<file path="config.mk">
export PLATFORM = sky130hd
export DESIGN_NAME = thread_ready_time_queue_core
export DESIGN_NICKNAME = d
export VERILOG_FILES = /design/src/trtq_pkg.sv /design/src/trtq_cell.sv /design/src/thread_ready_time_queue_core.sv
export SDC_FILE = /design/constraint.sdc
export NUM_CORES = 2
export LEC_CHECK = 0
export ABC_AREA = 1
export BUFFER_PORTS_ARGS = -buffer_cell sky130_fd_sc_hd__buf_2
export CELL_PAD_IN_SITES_DETAIL_PLACEMENT = 0
export CELL_PAD_IN_SITES_GLOBAL_PLACEMENT = 1
export CORE_MARGIN = 2
export CORE_UTILIZATION = 54
export CTS_CLUSTER_SIZE = 14
export DETAILED_ROUTE_END_ITERATION = 6
export GPL_ROUTABILITY_DRIVEN = 0
export HOLD_SLACK_MARGIN = 0.02
export PLACE_DENSITY_LB_ADDON = 0.1
export SYNTH_ARGS = -nofsm -noshare
export SYNTH_HDL_FRONTEND = slang
export SYNTH_SLANG_ARGS = --single-unit
export TNS_END_PERCENT = 30
</file>
<file path="constraint.sdc">
create_clock -name clk -period 9 [get_ports clk]
set_input_delay 1.35 -clock clk [delete_from_list [all_inputs] [get_ports clk]]
set_output_delay 1.35 -clock clk [all_outputs]
set_load 0.02 [all_outputs]
</file>
<file path="src/trtq_pkg.sv">
// Shared types and constants for the thread ready-time queue.
// No dependencies; imported by trtq_cell, thread_ready_time_queue_core and tb_top.
package trtq_pkg;

  localparam int QUEUE_DEPTH_DEF = 16;
  localparam int TAG_BITS_DEF    = 8;
  localparam int TIME_BITS_DEF   = 32;
  localparam int MODE_W          = 3;

  typedef enum logic [MODE_W-1:0] {
    MODE_APPEND  = 3'd0,
    MODE_SORTED  = 3'd1,
    MODE_POP     = 3'd2,
    MODE_CUR_1ST = 3'd3,
    MODE_CUR_NXT = 3'd4,
    MODE_REPORT  = 3'd5
  } mode_t;

  // command broadcast to every cell of the row
  typedef struct packed {
    logic ins;       // insert (append or sorted), queue not full
    logic sorted;    // insert position chosen by ready time
    logic pop;       // remove head, queue not empty
    logic cur_move;  // cursor first or cursor next
  } cell_cmd_t;

endpackage

</file>
<file path="src/trtq_cell.sv">
// One slot of the queue row: valid bit, tag, ready time and cursor mark.
// Depends on trtq_pkg; instantiated in a chain by thread_ready_time_queue_core.
module trtq_cell
  import trtq_pkg::*;
#(
  parameter int TAG_BITS  = TAG_BITS_DEF,
  parameter int TIME_BITS = TIME_BITS_DEF
) (
  input  logic                 clk,
  input  logic                 rst_n,
  input  cell_cmd_t            cmd,
  input  logic [TAG_BITS-1:0]  new_tag,
  input  logic [TIME_BITS-1:0] new_time,
  // left neighbor (toward head)
  input  logic                 left_valid,
  input  logic [TAG_BITS-1:0]  left_tag,
  input  logic [TIME_BITS-1:0] left_time,
  input  logic                 left_mark,
  // right neighbor (toward tail)
  input  logic                 right_valid,
  input  logic [TAG_BITS-1:0]  right_tag,
  input  logic [TIME_BITS-1:0] right_time,
  input  logic                 right_mark,
  // insert position found ahead of this cell (found_in) or at or ahead of it (found_out)
  input  logic                 found_in,
  output logic                 found_out,
  output logic                 valid_q,
  output logic [TAG_BITS-1:0]  tag_q,
  output logic [TIME_BITS-1:0] time_q,
  output logic                 mark_q
);

  logic                 valid_r, valid_nxt;
  logic                 mark_r, mark_nxt;
  logic [TAG_BITS-1:0]  tag_r, tag_nxt;
  logic [TIME_BITS-1:0] time_r, time_nxt;
  logic                 hit;
  logic                 sel;

  // first empty slot or first strictly later entry takes the new word
  assign hit       = valid_r & cmd.sorted & (new_time < time_r);
  assign sel       = hit | ~valid_r;
  assign found_out = found_in | sel;

  always_comb begin
    valid_nxt = valid_r;
    mark_nxt  = mark_r;
    tag_nxt   = tag_r;
    time_nxt  = time_r;
    if (cmd.ins) begin
      if (found_in) begin
        valid_nxt = left_valid;
        mark_nxt  = left_mark;
        tag_nxt   = left_tag;
        time_nxt  = left_time;
      end else if (sel) begin
        valid_nxt = 1'b1;
        mark_nxt  = 1'b0;
        tag_nxt   = new_tag;
        time_nxt  = new_time;
      end
    end else if (cmd.pop) begin
      valid_nxt = right_valid;
      mark_nxt  = right_mark;
      tag_nxt   = right_tag;
      time_nxt  = right_time;
    end else if (cmd.cur_move) begin
      mark_nxt = left_mark & valid_r;
    end
  end

  always_ff @(posedge clk) begin
    if (!rst_n) begin
      valid_r <= 1'b0;
      mark_r  <= 1'b0;
    end else begin
      valid_r <= valid_nxt;
      mark_r  <= mark_nxt;
    end
    tag_r  <= tag_nxt;
    time_r <= time_nxt;
  end

  assign valid_q = valid_r;
  assign tag_q   = tag_r;
  assign time_q  = time_r;
  assign mark_q  = mark_r;

endmodule

</file>
<file path="src/thread_ready_time_queue_core.sv">
// Thread ready-time queue: a row of trtq_cell slots with a walking cursor.
// Depends on trtq_pkg and trtq_cell.
//
// One command word is taken on every cycle in which start is high; busy is never
// raised. Its result appears on the out_ ports with out_valid high in the cycle
// after the command is taken, for exactly one cycle, and the receiver cannot
// stall it. All slots update together on the edge that takes the command; the
// critical path runs through the insert-position flag that ripples along the row
// of cells and the ready-time compare in each cell. The cursor is a mark carried
// by the slot it sits on, so it follows its entry through inserts and pops.
module thread_ready_time_queue_core
  import trtq_pkg::*;
#(
  parameter int QUEUE_DEPTH = QUEUE_DEPTH_DEF,
  parameter int TAG_BITS    = TAG_BITS_DEF,
  parameter int TIME_BITS   = TIME_BITS_DEF,
  localparam int CNT_W      = $clog2(QUEUE_DEPTH + 1)
) (
  input  logic                 clk,
  input  logic                 rst_n,
  input  logic                 start,
  output logic                 busy,
  input  logic [MODE_W-1:0]    in_mode,
  input  logic [TAG_BITS-1:0]  in_thread_tag,
  input  logic [TIME_BITS-1:0] in_ready_time,
  output logic                 out_valid,
  output logic [TAG_BITS-1:0]  out_popped_tag,
  output logic                 out_popped_valid,
  output logic                 out_insert_dropped,
  output logic [CNT_W-1:0]     out_entry_count,
  output logic [TAG_BITS-1:0]  out_head_tag,
  output logic                 out_head_valid,
  output logic [TAG_BITS-1:0]  out_cursor_tag,
  output logic                 out_cursor_valid
);

  logic                 accept;
  cell_cmd_t            cmd;
  logic                 full;
  logic                 is_ins;
  logic                 dropped;

  logic [QUEUE_DEPTH-1:0] valid_v;
  logic [QUEUE_DEPTH-1:0] mark_v;
  logic [QUEUE_DEPTH-1:0] found_v;
  logic [QUEUE_DEPTH-1:0] left_mark_v;
  logic [TAG_BITS-1:0]    tag_a  [QUEUE_DEPTH];
  logic [TIME_BITS-1:0]   time_a [QUEUE_DEPTH];

  logic                 before_first_r, before_first_nxt;
  logic [CNT_W-1:0]     count_r, count_nxt;
  logic                 strobe_r;
  logic [TAG_BITS-1:0]  popped_tag_r, popped_tag_nxt;
  logic                 popped_valid_r;
  logic                 dropped_r;
  logic [TAG_BITS-1:0]  cursor_tag;

  assign busy   = 1'b0;
  assign accept = start & ~busy;
  assign full   = valid_v[QUEUE_DEPTH-1];

  // mode decode
  always_comb begin
    is_ins         = 1'b0;
    cmd            = '0;
    popped_tag_nxt = '0;
    unique case (mode_t'(in_mode))
      MODE_APPEND, MODE_SORTED: begin
        is_ins     = 1'b1;
        cmd.ins    = accept & ~full;
        cmd.sorted = (mode_t'(in_mode) == MODE_SORTED);
      end
      MODE_POP: begin
        cmd.pop = accept & valid_v[0];
        if (valid_v[0]) begin
          popped_tag_nxt = tag_a[0];
        end
      end
      MODE_CUR_1ST, MODE_CUR_NXT: begin
        cmd.cur_move = accept;
      end
      default: begin
      end
    endcase
  end

  assign dropped = is_ins & full;

  // mark seen by each cell from its left: cursor first seeds the head only
  always_comb begin
    for (int i = 0; i < QUEUE_DEPTH; i++) begin
      if (i == 0) begin
        left_mark_v[i] = (mode_t'(in_mode) == MODE_CUR_1ST) | before_first_r;
      end else begin
        left_mark_v[i] = (mode_t'(in_mode) == MODE_CUR_1ST) ? 1'b0 : mark_v[i-1];
      end
    end
  end

  for (genvar g = 0; g < QUEUE_DEPTH; g++) begin : g_cell
    logic                 l_valid, r_valid, r_mark, f_in;
    logic [TAG_BITS-1:0]  l_tag, r_tag;
    logic [TIME_BITS-1:0] l_time, r_time;

    if (g == 0) begin : g_first
      assign l_valid = 1'b0;
      assign l_tag   = '0;
      assign l_time  = '0;
      assign f_in    = 1'b0;
    end else begin : g_mid_l
      assign l_valid = valid_v[g-1];
      assign l_tag   = tag_a[g-1];
      assign l_time  = time_a[g-1];
      assign f_in    = found_v[g-1];
    end

    if (g == QUEUE_DEPTH - 1) begin : g_last
      assign r_valid = 1'b0;
      assign r_mark  = 1'b0;
      assign r_tag   = '0;
      assign r_time  = '0;
    end else begin : g_mid_r
      assign r_valid = valid_v[g+1];
      assign r_mark  = mark_v[g+1];
      assign r_tag   = tag_a[g+1];
      assign r_time  = time_a[g+1];
    end

    trtq_cell #(
      .TAG_BITS  (TAG_BITS),
      .TIME_BITS (TIME_BITS)
    ) u_cell (
      .clk         (clk),
      .rst_n       (rst_n),
      .cmd         (cmd),
      .new_tag     (in_thread_tag),
      .new_time    (in_ready_time),
      .left_valid  (l_valid),
      .left_tag    (l_tag),
      .left_time   (l_time),
      .left_mark   (left_mark_v[g]),
      .right_valid (r_valid),
      .right_tag   (r_tag),
      .right_time  (r_time),
      .right_mark  (r_mark),
      .found_in    (f_in),
      .found_out   (found_v[g]),
      .valid_q     (valid_v[g]),
      .tag_q       (tag_a[g]),
      .time_q      (time_a[g]),
      .mark_q      (mark_v[g])
    );
  end

  always_comb begin
    before_first_nxt = before_first_r;
    count_nxt        = count_r;
    if (cmd.ins) begin
      count_nxt = count_r + CNT_W'(1);
    end else if (cmd.pop) begin
      count_nxt = count_r - CNT_W'(1);
      // cursor on the popped head parks before the new head
      if (mark_v[0]) begin
        before_first_nxt = 1'b1;
      end
    end else if (cmd.cur_move) begin
      before_first_nxt = 1'b0;
    end
  end

  always_ff @(posedge clk) begin
    if (!rst_n) begin
      before_first_r <= 1'b0;
      count_r        <= '0;
      strobe_r       <= 1'b0;
      popped_valid_r <= 1'b0;
      dropped_r      <= 1'b0;
    end else begin
      before_first_r <= before_first_nxt;
      count_r        <= count_nxt;
      strobe_r       <= accept;
      popped_valid_r <= cmd.pop;
      dropped_r      <= accept & dropped;
    end
    popped_tag_r <= popped_tag_nxt;
  end

  // at most one mark is set, so an OR over the row selects its tag
  always_comb begin
    cursor_tag = '0;
    for (int i = 0; i < QUEUE_DEPTH; i++) begin
      cursor_tag = cursor_tag | (tag_a[i] & {TAG_BITS{mark_v[i]}});
    end
  end

  assign out_valid          = strobe_r;
  assign out_popped_tag     = popped_tag_r;
  assign out_popped_valid   = popped_valid_r;
  assign out_insert_dropped = dropped_r;
  assign out_entry_count    = count_r;
  assign out_head_tag       = valid_v[0] ? tag_a[0] : '0;
  assign out_head_valid     = valid_v[0];
  assign out_cursor_tag     = cursor_tag;
  assign out_cursor_valid   = |mark_v;

  a_count_matches: assert property (@(posedge clk) disable iff (!rst_n)
    count_r == CNT_W'($countones(valid_v)))
    else $error("entry count disagrees with occupied cells");

  a_cursor_single: assert property (@(posedge clk) disable iff (!rst_n)
    $onehot0(mark_v))
    else $error("cursor mark on more than one cell");

  a_mark_on_live: assert property (@(posedge clk) disable iff (!rst_n)
    (mark_v & ~valid_v) == '0)
    else $error("cursor mark on an empty cell");

  a_before_first_no_mark: assert property (@(posedge clk) disable iff (!rst_n)
    before_first_r |-> (mark_v == '0))
    else $error("cursor both before first and on an entry");

  a_strobe_follows: assert property (@(posedge clk) disable iff (!rst_n)
    accept |=> out_valid)
    else $error("accepted command without result word");

endmodule

</file>
==> results.rst <==
.. list-table::
   :header-rows: 1

   * - Metric
     - Value
   * - # Max-Cap Violations
     - 0
   * - Clock sink count
     - 689
   * - Port Buf Inserts
     - 79
   * - Pin count of the biggest net entering global routing
     - 202
   * - Via count of the first global-routing pass
     - 36491
   * - Clock transition at the register clock pins on the worst setup and hold paths after CTS
     - 60 ps
   * - Depth of the worst register-to-register path
     - 24
   * - Wire length of the first global-routing pass
     - 224000 um
   * - Number of top-level pins
     - 81
   * - Worst slack after detailed placement
     - 2240 ps
   * - Final max-slew violation count
     - 0
   * - Xor/xnor share of the synthesized area
     - 0.0391%
   * - PostCTS Resize Cnt
     - 0
   * - Avg WL per Cell
     - 25.1 um
   * - Post-CTS Setup Bufs
     - 0
   * - CTS root buffer
     - sky130_fd_sc_hd__clkbuf_16
   * - Portion of the post-synthesis area used by sequential elements
     - 45.1%
   * - Required time at the endpoint of the critical path
     - 9290 ps
   * - Number of buffers inserted during clock tree synthesis
     - 81
   * - Worst IR Drop VDD
     - 147 uV
   * - Mapped cell area
     - 44800 um^2
   * - Final worst clock skew
     - 35.5 ps
   * - Number of synthesis warnings
     - 0
   * - Worst setup path startpoint
     - in_ready_time[1]
   * - Peak fanout along the critical path
     - 33
   * - Outcome
     - finished clean
   * - Cell type with the highest aggregate area in the netlist
     - sky130_fd_sc_hd__edfxtp_1
   * - Number of nets in the finished design
     - 5286
   * - Number of antenna violations at the first check in global routing
     - 4
   * - Die Ht
     - 292 um
   * - Number of synthesized register bits
     - 689
   * - # H-tree levels
     - 3
   * - Aggregate global routing overflow
     - 0
   * - Initial core utilization
     - 54.6%
   * - R2r startpoint
     - g_cell[0].u_cell.time_q[1]
   * - Final critical-path setup slack
     - 2650 ps
   * - Post-cts hold buffer count
     - 0
   * - Number of hold-slack violations in the final timing report
     - 0
   * - Main synth FF type
     - sky130_fd_sc_hd__edfxtp_1
   * - Unrepaired setup endpoints after global routing
     - no
   * - Antenna-violating nets left
     - 0
   * - Number of synthesized flops with an enable pin
     - 640
   * - Complex-gate fraction of the synthesized area
     - 19.1%
   * - Power density over cell area
     - 165 nW/um^2
   * - Average vias per placed instance
     - 6.54
   * - Endpoints failing setup
     - 0
   * - Distinct cell type count after synthesis
     - 53
   * - Cells after synthesis
     - 4851
   * - Simple-gate share of the synthesized area
     - 13.7%
   * - Type of the tightest min-delay check
     - flop to flop
   * - FFs w/ async S/R, synth
     - 0%
   * - Placement Rows
     - 105
   * - Critical path data arrival time
     - 6640 ps
   * - DRC marker count from the first detailed-route iteration
     - 4688
   * - Area share of the leading cell type in the synthesized netlist
     - 42.9%
   * - Detailed placer's ending HPWL
     - 101000 um
   * - DR DRC count
     - 0
   * - Reg2reg setup slack
     - 3280 ps
   * - Largest family of logic cells by synthesized area
     - compound AO/OA/AOI/OAI gates
   * - Clock latency on the worst-skew pair
     - 640 ps
   * - Mux cell area share after synthesis
     - 0%
   * - Gr usage total
     - 34.2%
   * - Launching element type of the critical path
     - input port
   * - Reg-to-reg endpoint
     - g_cell[13].u_cell.time_q[14]
   * - Headroom to the max-slew limit
     - 18.8%
   * - Number of optimization iterations in the first detailed-route pass
     - 6
   * - Crit Path Class
     - input port to flop
   * - Static leakage
     - 19.8 nW
   * - Actual slew at the worst max-slew pin
     - 1220 ps
   * - Die Span X
     - 292 um
   * - Time the worst path needs with I/O delays and setup
     - 6350 ps
   * - CTS tree
     - yes
   * - Final critical-path share of the clock period
     - 70.6%
   * - Cell with the most instances after synthesis
     - sky130_fd_sc_hd__inv_1
   * - Die Outline Area
     - 85300 um^2
   * - Syn Area/Cell
     - 9.23 um^2
   * - Element type at the critical path end
     - flop
   * - Worst hold slack
     - 448 ps
   * - Critical Path Sink
     - g_cell[13].u_cell.time_q[14]
   * - Buffer depth of the longest clock path
     - 3
   * - Adder-cell share of the synthesized area
     - 13.1%
   * - Area growth, synth to finish
     - 8.01%
   * - Post-route setup TNS
     - 0 ps
   * - Share of final-layout standard cells stronger than drive strength 1
     - 5.87%
   * - Wire length reported by the detailed router
     - 148000 um
   * - Highest attainable clock frequency
     - 157 MHz
   * - Placeable core area
     - 82100 um^2
   * - Net count of the mapped netlist
     - 5366
   * - Overall power consumption
     - 7.98 mW
   * - Cells taking the most area after synthesis
     - sky130_fd_sc_hd__edfxtp_1 (43%), sky130_fd_sc_hd__ha_1 (13%), sky130_fd_sc_hd__o221ai_1 (8.0%)
   * - Total via count in the routed design
     - 38630
   * - Most frequent cells after synthesis
     - sky130_fd_sc_hd__inv_1 (738), sky130_fd_sc_hd__edfxtp_1 (640), sky130_fd_sc_hd__nand3_1 (581)
## how the worst min path moves through the flow
stage | startpoint | to | slack, ps | cells past startpoint
after floorplan | g_cell[15].u_cell.valid_q | out_insert_dropped | 460 | 2
after global placement | out_entry_count[4] | out_entry_count[4] | 440 | 1
after detailed placement | out_entry_count[4] | out_entry_count[4] | 440 | 1
after CTS | out_entry_count[4] | out_entry_count[4] | 450 | 1
after global routing | out_entry_count[4] | out_entry_count[4] | 500 | 1
final | out_entry_count[4] | out_entry_count[4] | 450 | 1
## cells in the final DEF (no fill, tap or decap), types with 4 or more instances in the layout
master,Yosys,routed
sky130_fd_sc_hd__a211oi_1,10,10
sky130_fd_sc_hd__a221oi_1,27,27
sky130_fd_sc_hd__o22ai_1,27,27
sky130_fd_sc_hd__dfxtp_1,49,49
sky130_fd_sc_hd__nor4_1,17,17
sky130_fd_sc_hd__nand3_1,581,579
sky130_fd_sc_hd__nor2_4,3,11
sky130_fd_sc_hd__a21boi_0,5,5
sky130_fd_sc_hd__o221ai_1,411,411
sky130_fd_sc_hd__a311oi_1,4,4
sky130_fd_sc_hd__clkbuf_1,229,21
sky130_fd_sc_hd__nand2_1,533,528
sky130_fd_sc_hd__a31oi_1,12,12
sky130_fd_sc_hd__a22oi_1,7,7
sky130_fd_sc_hd__inv_1,738,727
sky130_fd_sc_hd__clkinv_2,0,20
sky130_fd_sc_hd__edfxtp_1,640,640
sky130_fd_sc_hd__buf_2,14,79
sky130_fd_sc_hd__a21o_1,7,7
sky130_fd_sc_hd__ha_1,468,468
sky130_fd_sc_hd__a21oi_1,333,333
sky130_fd_sc_hd__inv_2,5,14
sky130_fd_sc_hd__o211ai_1,114,114
sky130_fd_sc_hd__nor3b_1,4,4
sky130_fd_sc_hd__buf_4,3,49
sky130_fd_sc_hd__o21a_1,15,15
sky130_fd_sc_hd__clkinv_1,21,40
sky130_fd_sc_hd__o31ai_1,5,5
sky130_fd_sc_hd__nand4_1,53,53
sky130_fd_sc_hd__o21ai_0,269,269
sky130_fd_sc_hd__o2111ai_1,13,13
sky130_fd_sc_hd__nor3_1,25,24
sky130_fd_sc_hd__nand2_2,2,6
sky130_fd_sc_hd__clkbuf_16,0,84
sky130_fd_sc_hd__nor2_1,133,124
## flip-flops by register name, summed over array words and instances, names as in the netlist
signal	cells
before_first_r	1
out_entry_count	5
out_popped_valid	1
out_popped_tag	8
g_cell.u_cell.mark_q	16
g_cell.u_cell.tag_q	128
g_cell.u_cell.valid_q	16
out_valid	1
out_insert_dropped	1
g_cell.u_cell.time_q	512
## critical path, stage by stage
cell                      delay, ps
sky130_fd_sc_hd__buf_2          220
sky130_fd_sc_hd__ha_1           330
sky130_fd_sc_hd__nand2_1         60
sky130_fd_sc_hd__nand2_1        150
sky130_fd_sc_hd__nand2_1         70
sky130_fd_sc_hd__nand2_1        100
sky130_fd_sc_hd__nand2_1         60
sky130_fd_sc_hd__nand2_1        150
sky130_fd_sc_hd__nand2_1         80
sky130_fd_sc_hd__nand2_1        360
sky130_fd_sc_hd__nand2_1         90
sky130_fd_sc_hd__nand2_1        110
sky130_fd_sc_hd__nand2_4        190
sky130_fd_sc_hd__nor2_4         280
sky130_fd_sc_hd__nand4_4        110
sky130_fd_sc_hd__nor2_2         260
sky130_fd_sc_hd__nand4_4        140
sky130_fd_sc_hd__nor2_4         480
sky130_fd_sc_hd__nand4_4        180
sky130_fd_sc_hd__nor2_4         380
sky130_fd_sc_hd__nand2_2        650
sky130_fd_sc_hd__inv_1          300
sky130_fd_sc_hd__nor2_4         110
sky130_fd_sc_hd__buf_4          350
## routing by layer
metal / routed length, um / track usage (%)
met1: 61500 / 47.4
met2: 68000 / 54.8
met3: 13500 / 5.07
met4: 5120 / 11.6
met5: 13 / 0
## stage by stage
stage               instances  cell area [um^2]  utilization, %
floorplan                4851             44800               -
global placement         5758             46000            56.0
detailed placement       5758             46000            56.0
CTS                      5906             48400            58.9
global route             5906             48400            58.9
finish                   5907             48400            58.9
## cells by family after synthesis
logic type,after synthesis
XOR/XNOR,2
AND/OR/NAND/NOR,1364
adder cells (fa/ha/maj),469
other,1
buffers and inverters,1058
AO/OA/AOI/OAI,1268
flip-flops,689
## layout make-up
class                           count  area [um^2]
Fill cell                        7270        33700
Sequential cell                   689        20200
Timing Repair Buffer              131          823
Antenna cell                        1         2.50
Tap cell                         1070         1340
Clock inverter                     42          226
Multi-Input combinational cell   3104        20700
Clock buffer                      106         2190
Inverter                          764         2880
## report_power, final
group	switching, mW	total, mW	leakage [nW]	internal [mW]
Clock	1.40	3.14	1.19	1.74
Combinational	0.748	1.10	12.3	0.348
Sequential	0.0903	3.75	6.31	3.66
Total	2.23	7.98	19.8	5.75
(Power assumes the default switching activity.)
